===== config.mk =====
export PLATFORM = sky130hd
export DESIGN_NAME = cbmm_decode
export DESIGN_NICKNAME = d
export VERILOG_FILES = /design/src/design/console_bus_memory_map_unit_defines.svh /design/src/design/cbmm_pkg.sv /design/src/design/cbmm_decode.sv
export SDC_FILE = /design/constraint.sdc
export NUM_CORES = 1
export LEC_CHECK = 0
export BUFFER_PORTS_ARGS = -buffer_cell sky130_fd_sc_hd__buf_2
export CORE_MARGIN = 3
export CORE_UTILIZATION = 30
export DETAILED_ROUTE_END_ITERATION = 8
export PLACE_DENSITY = 0.78
export SYNTH_ARGS = -nofsm -noshare
export SYNTH_HDL_FRONTEND = slang
export SYNTH_SLANG_ARGS = --single-unit

===== constraint.sdc =====
create_clock -name vclk -period 3
set_clock_uncertainty 0.15 [all_clocks]
set_input_delay 0.3 -clock vclk [all_inputs]
set_output_delay 0.3 -clock vclk [all_outputs]
set_load 0.02 [all_outputs]

===== src/design/console_bus_memory_map_unit_defines.svh =====
// Assertion macros shared by the console bus memory map unit.
`ifndef CONSOLE_BUS_MEMORY_MAP_UNIT_DEFINES_SVH
`define CONSOLE_BUS_MEMORY_MAP_UNIT_DEFINES_SVH

`ifndef SYNTHESIS
// Same-cycle implication, checked at every rising clock edge out of reset.
`define CBMM_ASSERT_NOW(label, clk, rst_n, ante, cons) \
	label: assert property (@(posedge clk) disable iff (!rst_n) (ante) |-> (cons)) \
		else $error("assertion failed");
// Next-cycle implication, checked at every rising clock edge out of reset.
`define CBMM_ASSERT_NEXT(label, clk, rst_n, ante, cons) \
	label: assert property (@(posedge clk) disable iff (!rst_n) (ante) |=> (cons)) \
		else $error("assertion failed");
`else
`define CBMM_ASSERT_NOW(label, clk, rst_n, ante, cons)
`define CBMM_ASSERT_NEXT(label, clk, rst_n, ante, cons)
`endif

`endif


===== src/design/cbmm_pkg.sv =====
// Types and constants of the console bus memory map unit.
`timescale 1ns / 1ps
`default_nettype none
package cbmm_pkg;

	// Address width of each internal 2 KB RAM.
	localparam int RAM_AW = 11;

	// Access kinds.
	localparam logic [1:0] FUNC_CPU_RD = 2'd0;
	localparam logic [1:0] FUNC_CPU_WR = 2'd1;
	localparam logic [1:0] FUNC_PPU_RD = 2'd2;
	localparam logic [1:0] FUNC_PPU_WR = 2'd3;

	// Target codes.
	localparam logic [3:0] TGT_NONE   = 4'd0;
	localparam logic [3:0] TGT_WRAM   = 4'd1;
	localparam logic [3:0] TGT_NTRAM  = 4'd2;
	localparam logic [3:0] TGT_PPUREG = 4'd3;
	localparam logic [3:0] TGT_APU    = 4'd4;
	localparam logic [3:0] TGT_PAD1   = 4'd5;
	localparam logic [3:0] TGT_PAD2   = 4'd6;
	localparam logic [3:0] TGT_PRG    = 4'd7;
	localparam logic [3:0] TGT_CHR    = 4'd8;
	localparam logic [3:0] TGT_PAL    = 4'd9;

	// One bus access.
	typedef struct packed {
		logic [1:0]  func;
		logic [15:0] bus_address;
		logic [7:0]  write_data;
	} req_t;

	// One decoded result.
	typedef struct packed {
		logic [3:0]  target;
		logic [15:0] target_address;
		logic [7:0]  forward_data;
		logic        forward_write;
		logic [7:0]  read_data;
	} rsp_t;

	// Decoder output toward the RAM control and the result stage.
	typedef struct packed {
		logic [3:0]        target;
		logic [15:0]       target_address;
		logic              wr;
		logic              fwd;
		logic              wram_hit;
		logic              nt_hit;
		logic [RAM_AW-1:0] ram_index;
	} dec_t;

endpackage
`default_nettype wire


===== src/design/cbmm_decode.sv =====
// Address decoder for the CPU and PPU memory maps with nametable mirroring.
`timescale 1ns / 1ps
`default_nettype none
module cbmm_decode (
	input  wire cbmm_pkg::req_t req,
	input  wire logic           mirroring_mode,
	output cbmm_pkg::dec_t      dec
);

	logic [15:0] addr;
	logic [13:0] ppu_a;
	logic        nt_bank;

	assign addr  = req.bus_address;
	assign ppu_a = req.bus_address[13:0];
	// Horizontal mode splits on the upper half, vertical on odd quadrants.
	assign nt_bank = mirroring_mode ? ppu_a[10] : ppu_a[11];

	always_comb begin
		dec           = '0;
		dec.wr        = req.func[0];
		dec.ram_index = {nt_bank, ppu_a[9:0]};
		if (!req.func[1]) begin
			// CPU map.
			dec.ram_index = addr[10:0];
			if (addr <= 16'h1FFF) begin
				dec.target         = cbmm_pkg::TGT_WRAM;
				dec.target_address = {5'd0, addr[10:0]};
				dec.wram_hit       = 1'b1;
			end else if (addr <= 16'h3FFF) begin
				dec.target         = cbmm_pkg::TGT_PPUREG;
				dec.target_address = 16'h2000 | {13'd0, addr[2:0]};
			end else if (addr <= 16'h4013 || addr == 16'h4015) begin
				dec.target         = cbmm_pkg::TGT_APU;
				dec.target_address = addr;
			end else if (addr == 16'h4014) begin
				dec.target         = cbmm_pkg::TGT_PPUREG;
				dec.target_address = addr;
			end else if (addr == 16'h4016) begin
				dec.target         = cbmm_pkg::TGT_PAD1;
				dec.target_address = addr;
			end else if (addr == 16'h4017) begin
				dec.target         = req.func[0] ? cbmm_pkg::TGT_APU : cbmm_pkg::TGT_PAD2;
				dec.target_address = addr;
			end else if (addr >= 16'h6000) begin
				dec.target         = cbmm_pkg::TGT_PRG;
				dec.target_address = addr;
			end
		end else begin
			// PPU map on the 14-bit folded address.
			if (ppu_a <= 14'h1FFF) begin
				dec.target         = cbmm_pkg::TGT_CHR;
				dec.target_address = {2'd0, ppu_a};
			end else if (ppu_a <= 14'h3EFF) begin
				dec.target         = cbmm_pkg::TGT_NTRAM;
				dec.target_address = {5'd0, nt_bank, ppu_a[9:0]};
				dec.nt_hit         = 1'b1;
			end else begin
				dec.target         = cbmm_pkg::TGT_PAL;
				dec.target_address = 16'h3F00 | {11'd0, ppu_a[4:0]};
			end
		end
		// External writes carry their data out.
		dec.fwd = dec.wr && !dec.wram_hit && !dec.nt_hit &&
			(dec.target != cbmm_pkg::TGT_NONE);
	end

endmodule
`default_nettype wire


# Word-level counts from Yosys, hierarchy flattened
# Cells that the tools add are included.
[word_totals] in_bits=27 register_bits=0 out_inout_bits=35
[classes] eq_ne=4 muxes=18 n_reduce_logical=7 order_cmp=6
[ops] op="$mux W20" count=9
[ops] op="$eq A16 B15 Y1 const B" count=4
[ops] op="$mux W19" count=1
[ops] op="$ge A16 B15 Y1 const B" count=1
[ops] op="$le A16 B13 Y1 const B" count=1
[ops] op="$le A16 B14 Y1 const B" count=1
[ops] op="$le A16 B15 Y1 const B" count=1
[ops] op="$le A14 B13 Y1 const B" count=1
[ops] op="$le A14 B14 Y1 const B" count=1
[ops] op="$mux W11" count=1
[ops] op="$mux W1" count=6
[ops] op="$reduce_bool A4 Y1" count=1
[ops] op="$logic_and A1 B1 Y1" count=3
[ops] op="$logic_not A1 Y1" count=2
[ops] op="$mux W2" count=1
[ops] op="$logic_or A1 B1 Y1" count=1

# Logic depth before layout (Yosys ltp)
# Gate-level depths: netlist of run 1.
[depth] depth_word=11 depth_mapped=5 mapped_depth_nobuf=4

# Worst setup path after synthesis of run 1
# No wires, ideal clock.
[synth_timing] kind="input-to-output" start="in req[25] (netlist name)" end="out dec[26] (netlist name)" cell_stages=5 arrival_ps=1619 path_slack_ps=931 path_cell_list="buf_2 -> inv_1 -> o22ai_1 -> nor2_1 -> a21boi_0"
[synth_lines] element="from (decl)" line_no="cbmm_decode.sv:5" rtl="input wire cbmm_pkg::req_t req,"
[synth_lines] element="to (decl)" line_no="cbmm_decode.sv:7" rtl="output cbmm_pkg::dec_t dec"

==> results of run 1 <==
[power by group]
| part | total (µW) | switching (µW) | internal [µW] | leakage [µW] |
|---|---|---|---|---|
| sequential | 0 | 0 | 0 | 0 |
| combinational | 134 | 85.2 | 48.9 | 0.000384 |
| clock | 0 | 0 | 0 | 0 |
| total | 134 | 85.2 | 48.9 | 0.000384 |
[layer usage]
layer,track usage (%),vias to the layer above
li1,-,360
met1,15.2,323
met2,25.6,41
met3,2.45,2
met4,0,0
met5,0,-
[how the worst max path moves through the flow]
stage / end / slack (ns) / depth (start not counted)
floorplan: dec[26] / 0.93 / 5
global placement: dec[13] / 0.90 / 6
detailed placement: dec[13] / 0.90 / 6
CTS: dec[13] / 0.89 / 6
global route: dec[13] / 0.78 / 6
finish: dec[13] / 0.88 / 6
[stage by stage]
stage	hold WS (ns)	utilization, %	cells
2_1_floorplan	0.545	-	77
3_3_place_gp	0.684	46.4	142
3_5_place_dp	0.684	46.4	142
4_1_cts	0.685	46.4	142
5_1_grt	0.694	46.4	142
6_report	0.683	46.4	142
[layout make-up]
type                            count  share of cell area, %
Multi-Input combinational cell     60                   57.8
Inverter                            4                   2.01
Tap cell                           24                   4.02
Timing Repair Buffer               54                   36.2
[cells in the final DEF (no fill, tap or decap), types with 3 or more instances in the layout]
master / Yosys / layout
nor2_1: 9 / 9
a21boi_0: 5 / 5
buf_2: 1 / 54
nand2_1: 4 / 4
nand3_1: 3 / 3
and3_1: 3 / 3
and2_2: 4 / 4
inv_1: 4 / 4
[kinds of logic after synthesis]
group	Yosys count	share of synthesized area, %
and+or+nand+nor	38	48.6
buffers and inverters	17	20.9
AOI/OAI and AO/OA	22	30.5
==> results.md, run 1 <==
* Outcome: finished clean
* Worst Path Buf+Inv at 2
* Final net count at 147
* Initial antenna violation count at 0
* Worst path slowest cell: nor4_2
* Fraction of layout cells with a size suffix above 1 at 55.9%
* Fin crit period at 2.12 ns
* Hold Crit Class: input port to output port
* Final HPWL DP at 1400 µm
* Maxcap violations at 0
* Wire length on met2 at 781 µm
* Storage element area at 0 µm²
* Area leader, netlist: buf_4
* Clkbuf count at 0
* PortBufs at 54
* RSZ-0062 raised after global routing: no
* Area grow syn2layout at 36.9%
* Least-Margin Pin Slew at 0.421 ns
* Peak supply drop at 0.0000644 V
* Hold_sp: req[24]
* Net Count, Synth at 104
* Routed Antenna Nets at 0
* Pin count of the biggest net entering global routing at 14
* Diodes inserted at 0
* Crit path required time at 2.55 ns
* Die H at 48.6 µm
* Worst setup margin at 0.882 ns
* Setup crit end kind: output port
* Post-Syn Area at 546 µm²
* Max Freq at 0.472 GHz
* Setup repair bufs after CTS at 0
* Post-synth top area share at 15.1%
* Post-route DRC at 0
* Pre-CTS setup slack at 0.899 ns
* Die area at 2370 µm²
* IO Count at 62
* Worst Setup SP: req[14]
* Most frequent cell on the critical path: buf_2
* Highest Signal Layer: met4
* Multi-input logic area at 432 µm²
* Post-synthesis sequential area ratio at 0%
* CP Launch Type: input port
* Max-slew violation count at 0
* Warnings from Yosys at 0
* Total GRT Usage at 13.0%
* Drt pass-1 iters at 4
* Vias at 726
* Number of global-route vias before repair at 623
* Count leader, synth: buf_4
* Post-Syn Area per Cell at 7.08 µm²
* 1st-iter DRT viols at 15
* First-pass GRT wire length at 2710 µm
* Slowest stage delay, CP at 0.37 ns
* Hold depth at 2
* CP Class: input port to output port
* Final hold viol count at 0
* Max FO, Critical Path at 6
* Post-DP Area at 747 µm²
* Fin Setup TNS at 0 ns
* Crit-path cells: buf_2 -> nor4_2 -> and2_4 -> o21ai_2 -> a2111oi_2 -> buf_2
* Crit path max-delay family: simple AND/OR/NAND/NOR gates
* Routed len/inst at 11.8 µm
* Die Wd at 48.6 µm
* Gpl congestion at 0.774
* Flip-flop and latch count at 0
* Global route total overflow at 0
* Data arrival, critical path at 1.67 ns
* Tot Pwr at 134 µW
* Via-to-Cell Ratio at 5.11
* Fin crit share at 70.6%
* # resized after CTS at 0
* Pwr per Cell Area at 180 nW/µm²
* Most frequent cells after synthesis: buf_4 (11), nor2_1 (9), a21boi_0 (5)
* Core area at 1610 µm²
* Initial core utilization at 33.9%
* Design Area, Final at 747 µm²
* Number of fill cells at 181
* Hold buffers post-CTS at 0
* Hold endpoint: dec[14]
* Count of final setup violators at 0
* Slew HR at 71.8%
* Largest cells by area after synthesis: buf_4 (15%), a21boi_0 (6.9%), nor2_1 (6.2%)
* Routed wire length at 1680 µm
* Core Rows at 14
* Post-Syn Instances at 77
* Yosys cell types at 38
* M1 WL at 704 µm
* LEAKAGE at 0.000384 µW
* DR WL met3 at 188 µm
(Power assumes the default switching activity.)
==> run 2: changes to the inputs <==
--- a/config.mk
+++ b/config.mk
@@ -5,11 +5,12 @@
 export SDC_FILE = /design/constraint.sdc
 export NUM_CORES = 1
 export LEC_CHECK = 0
+export ABC_AREA = 1
 export BUFFER_PORTS_ARGS = -buffer_cell sky130_fd_sc_hd__buf_2
 export CORE_MARGIN = 3
 export CORE_UTILIZATION = 30
 export DETAILED_ROUTE_END_ITERATION = 8
-export PLACE_DENSITY = 0.78
+export PLACE_DENSITY = 0.74
 export SYNTH_ARGS = -nofsm -noshare
 export SYNTH_HDL_FRONTEND = slang
 export SYNTH_SLANG_ARGS = --single-unit
==> constraint.sdc (replaced) <==
create_clock -name vclk -period 1.7
set_clock_uncertainty 0.15 [all_clocks]
set_input_delay 0.17 -clock vclk [all_inputs]
set_output_delay 0.17 -clock vclk [all_outputs]
set_load 0.02 [all_outputs]
==> results.md, run 2 <==
* Maxcap violations at 0
* Routed wire length at 1860 µm
* Final net count at 191
* Post-synthesis sequential area ratio at 0%
* Pin count of the biggest net entering global routing at 12
* Least-Margin Pin Slew at 0.338 ns
* Main combinational cell family by area after synthesis: simple AND/OR/NAND/NOR gates
* Worst setup margin at 0.0957 ns
* Data arrival, critical path at 1.28 ns
* Max FO, Critical Path at 7
* Number of global-route vias before repair at 698
* Net Count, Synth at 146
* Largest cells by area after synthesis: nand2_1 (13%), buf_4 (12%), a21oi_1 (8.1%)
* Flip-flop and latch count at 0
* Count of final setup violators at 0
* Gpl congestion at 0.735
* Mux cell area share after synthesis at 0%
* Hold Crit Class: input port to output port
* Slew HR at 77.5%
* Total GRT Usage at 12.2%
* Area leader, netlist: nand2_1
* Most frequent cells after synthesis: nand2_1 (23), inv_1 (13), a21oi_1 (11), buf_4 (11), nor2_1 (11)
* Diodes inserted at 0
* Fin crit share at 94.4%
* Initial core utilization at 33.1%
* Post-synth top area share at 12.6%
* Fraction of layout cells with a size suffix above 1 at 53.1%
* Yosys cell types at 27
* Setup crit end kind: output port
* Compound-cell area share of the yosys netlist at 21.1%
* Outcome: finished clean
* # resized after CTS at 0
* Max Freq at 0.623 GHz
* First-pass GRT wire length at 2800 µm
* Area grow syn2layout at 33.7%
* Die Wd at 53.7 µm
* Vias at 824
* Via-to-Cell Ratio at 4.36
* Tot Pwr at 285 µW
* Drt pass-1 iters at 4
* Placed insts at 189
* Peak supply drop at 0.000120 V
* PortBufs at 54
* Xor/xnor share of the synthesized area at 0%
* Post-Syn Instances at 119
* Storage element area at 0 µm²
* Pwr per Cell Area at 313 nW/µm²
* Die area at 2890 µm²
* LEAKAGE at 0.000522 µW
* RSZ-0062 raised after global routing: yes
* Pre-CTS setup slack at 0.0859 ns
* Hold buffers post-CTS at 0
* Count leader, synth: nand2_1
* Commonest non-fill, non-tap cells in the layout: buf_2 (50), nand2_1 (23), inv_1 (13)
* Clkbuf count at 0
* CP Class: input port to output port
* IO Count at 62
* Warnings from Yosys at 0
* Post-Syn Area per Cell at 5.74 µm²
* Max-slew violation count at 0
* 1st-iter DRT viols at 10
* Post-route DRC at 0
* Die H at 53.7 µm
* Post-Synth Simple-Gate Area at 52.0%
* Fin crit period at 1.60 ns
* Routed len/inst at 9.82 µm
* CP Launch Type: input port
* Leading cell type in the layout, fill and taps excluded: buf_2
* Core Rows at 16
* Post-Synth Adder-Cell Area at 0%
* Post-Syn Area at 683 µm²
* Non-Filler Instances at 189
* Core area at 2060 µm²
* Setup repair bufs after CTS at 0
* Global route total overflow at 0
* Final HPWL DP at 1600 µm
* Routed Antenna Nets at 0
* Crit path required time at 1.38 ns
* Final hold viol count at 0
* Initial antenna violation count at 0
run 2: cell types whose count changed in the layout (fill, tap and decap cells not counted), moves of 7 or more:
| cell | change |
|---|---|
| a21oi_1 | +9 |
| inv_2 | +7 |
| nand2_1 | +19 |
| inv_1 | +9 |
run 2: worst paths after layout:
path / depth (start not counted) / slack, ns / to / from
max: 9 / 0.1 / dec[24] / req[14]
min: 2 / 0.42 / dec[14] / req[24]
run 2: critical path, stage by stage:
cell	delay (ns)
buf_2	0.12
nor2_2	0.11
nand2_1	0.07
nor2_1	0.17
nand3_4	0.12
nand3_4	0.12
o21bai_4	0.09
a21oi_1	0.15
buf_4	0.16
run 2: cells by family after synthesis:
family                 after synthesis
AND/OR/NAND/NOR                     61
AO/OA/AOI/OAI                       23
buffers and inverters               35
run 2: final cells by class:
class | instances | area [µm²]
tap | 27 | 33.8
multi-input combinational | 84 | 499
timing repair buffer | 56 | 295
fill | 226 | 1150
inverter | 22 | 85.1
run 2: power by group:
part	total, µW	leakage, µW	internal [µW]	switching, µW
combinational	285	0.000522	100	185
clock	0	0	0	0
sequential	0	0	0	0
total	285	0.000522	100	185
run 2: metal layers:
layer	vias to the layer above	routed length, µm	global-route usage [%]
li1	458	-	-
met1	341	873	17.8
met2	25	877	21.0
met3	0	106	0
met4	0	0	0
met5	-	0	0
run 2: per-stage QoR:
step                 TNS, ns  area, µm²  util [%]  hold slack (ns)
floorplan                  0        683         -            0.303
global placement           0        903      43.8            0.423
detailed placement         0        903      43.8            0.423
CTS                        0        903      43.8            0.424
global route        -0.00663        913      44.3            0.435
finish                     0        913      44.3            0.422
==> run 3: changes to the inputs <==
==> constraint.sdc (replaced) <==
create_clock -name vclk -period 1.7
set_clock_uncertainty 0.15 [all_clocks]
set_input_delay 0.51 -clock vclk [all_inputs]
set_output_delay 0.51 -clock vclk [all_outputs]
set_load 0.02 [all_outputs]
==> results.md, run 3 (synthesized netlist as in run 2, its figures left out) <==
* Peak supply drop at 0.000267 V
* Die H at 53.7 µm
* Fraction of layout cells with a size suffix above 1 at 90.6%
* Slowest stage delay, CP at 0.20 ns
* Maxcap violations at 0
* Worst Path Buf+Inv at 3
* Number of global-route vias before repair at 1,293
* Outcome: complete, but fails checks
* Post-route DRC at 0
* Initial antenna violation count at 0
* Most frequent cell on the critical path: nand2_4
* Flip-flop and latch count at 0
* Leading cell type in the layout, fill and taps excluded: buf_6
* Worst setup margin at -0.689 ns
* Max Freq at 0.419 GHz
* Clkbuf count at 0
* Commonest non-fill, non-tap cells in the layout: buf_6 (40), buf_4 (28), nand2_2 (16), buf_2 (16), nor2_4 (13)
* Core Rows at 16
* Final HPWL DP at 2110 µm
* Die area at 2890 µm²
* Final hold viol count at 0
* Via-to-Cell Ratio at 5.47
* Gpl congestion at 0.847
* Final net count at 231
* IO Count at 62
* Max FO, Critical Path at 4
* Vias at 1,252
* First-pass GRT wire length at 6200 µm
* Setup crit end kind: output port
* Core area at 2060 µm²
* Routed wire length at 4750 µm
* Data arrival, critical path at 1.73 ns
* Non-Filler Instances at 229
* Crit-path cells: buf_2 -> nand2_4 -> nor3_4 -> nand3_2 -> nand2_4 -> o21bai_4 -> buf_12 -> a21oi_4 -> buf_6
* RSZ-0062 raised after global routing: yes
* LEAKAGE at 0.000887 µW
* Drt pass-1 iters at 4
* Global route total overflow at 0
* Area grow syn2layout at 189%
* Fin crit period at 2.39 ns
* 1st-iter DRT viols at 34
* PortBufs at 54
* Hold Crit Class: input port to output port
* Pwr per Cell Area at 318 nW/µm²
* Hold buffers post-CTS at 0
* CP Class: input port to output port
* Crit path max-delay family: simple AND/OR/NAND/NOR gates
* Least-Margin Pin Slew at 0.233 ns
* Crit path required time at 1.04 ns
* CP Launch Type: input port
* Fin crit share at 141%
* Storage element area at 0 µm²
* Diodes inserted at 0
* Max-slew violation count at 0
* Initial core utilization at 33.1%
* Die Wd at 53.7 µm
* Count of final setup violators at 24
* Slew HR at 84.4%
* Pin count of the biggest net entering global routing at 8
* Pre-CTS setup slack at -0.719 ns
* Failing checks: setup timing
* Placed insts at 217
* Worst path slowest cell: nor3_4
* Routed len/inst at 20.7 µm
* Total GRT Usage at 29.1%
* Routed Antenna Nets at 0
## run 3: layout make-up
class	count	area (µm²)
fillers	46	86.3
inverters	22	108
multi-input cells	84	888
well taps	27	33.8
repair buffers	96	946
## run 3: metrics by stage
| stage | util [%] | cell area (µm²) | TNS [ns] | total power (µW) | hold WS, ns |
|---|---|---|---|---|---|
| 2_1_floorplan | - | 910 | -6.83 | 269 | 0.979 |
| 3_3_place_gp | 64.4 | 1330 | -13.05 | 394 | 1.10 |
| 3_5_place_dp | 64.4 | 1330 | -13.64 | 401 | 1.11 |
| 4_1_cts | 93.4 | 1930 | -10.64 | 578 | 1.10 |
| 5_1_grt | 95.8 | 1980 | -13.65 | 652 | 1.11 |
| 6_report | 95.8 | 1980 | -12.84 | 629 | 1.10 |
## run 3: where the power goes
group          internal (µW)  leakage, µW  total, µW  switching, µW
clock                      0            0          0              0
sequential                 0            0          0              0
combinational            296     0.000887        629            333
## run 3: worst paths after layout
kind,start,to,cells past startpoint
worst max-delay path,req[10],dec[20],9
worst min-delay path,req[11],dec[3],2
## run 3: timing repair
item,4_1_cts,5_1_grt
gates resized for setup,136,13
endpoints found under the setup margin,24,24
pin swaps,30,18
setup buffers,13,1
## run 3: routing by layer
metal  up-vias  global-route usage, %  share of wire (%)
met5         -                      0                  0
met4         0                   9.36                4.4
met3        20                   3.32                7.0
met2        94                   55.6                 52
met1       598                   32.7                 36
li1        540                      -                  -
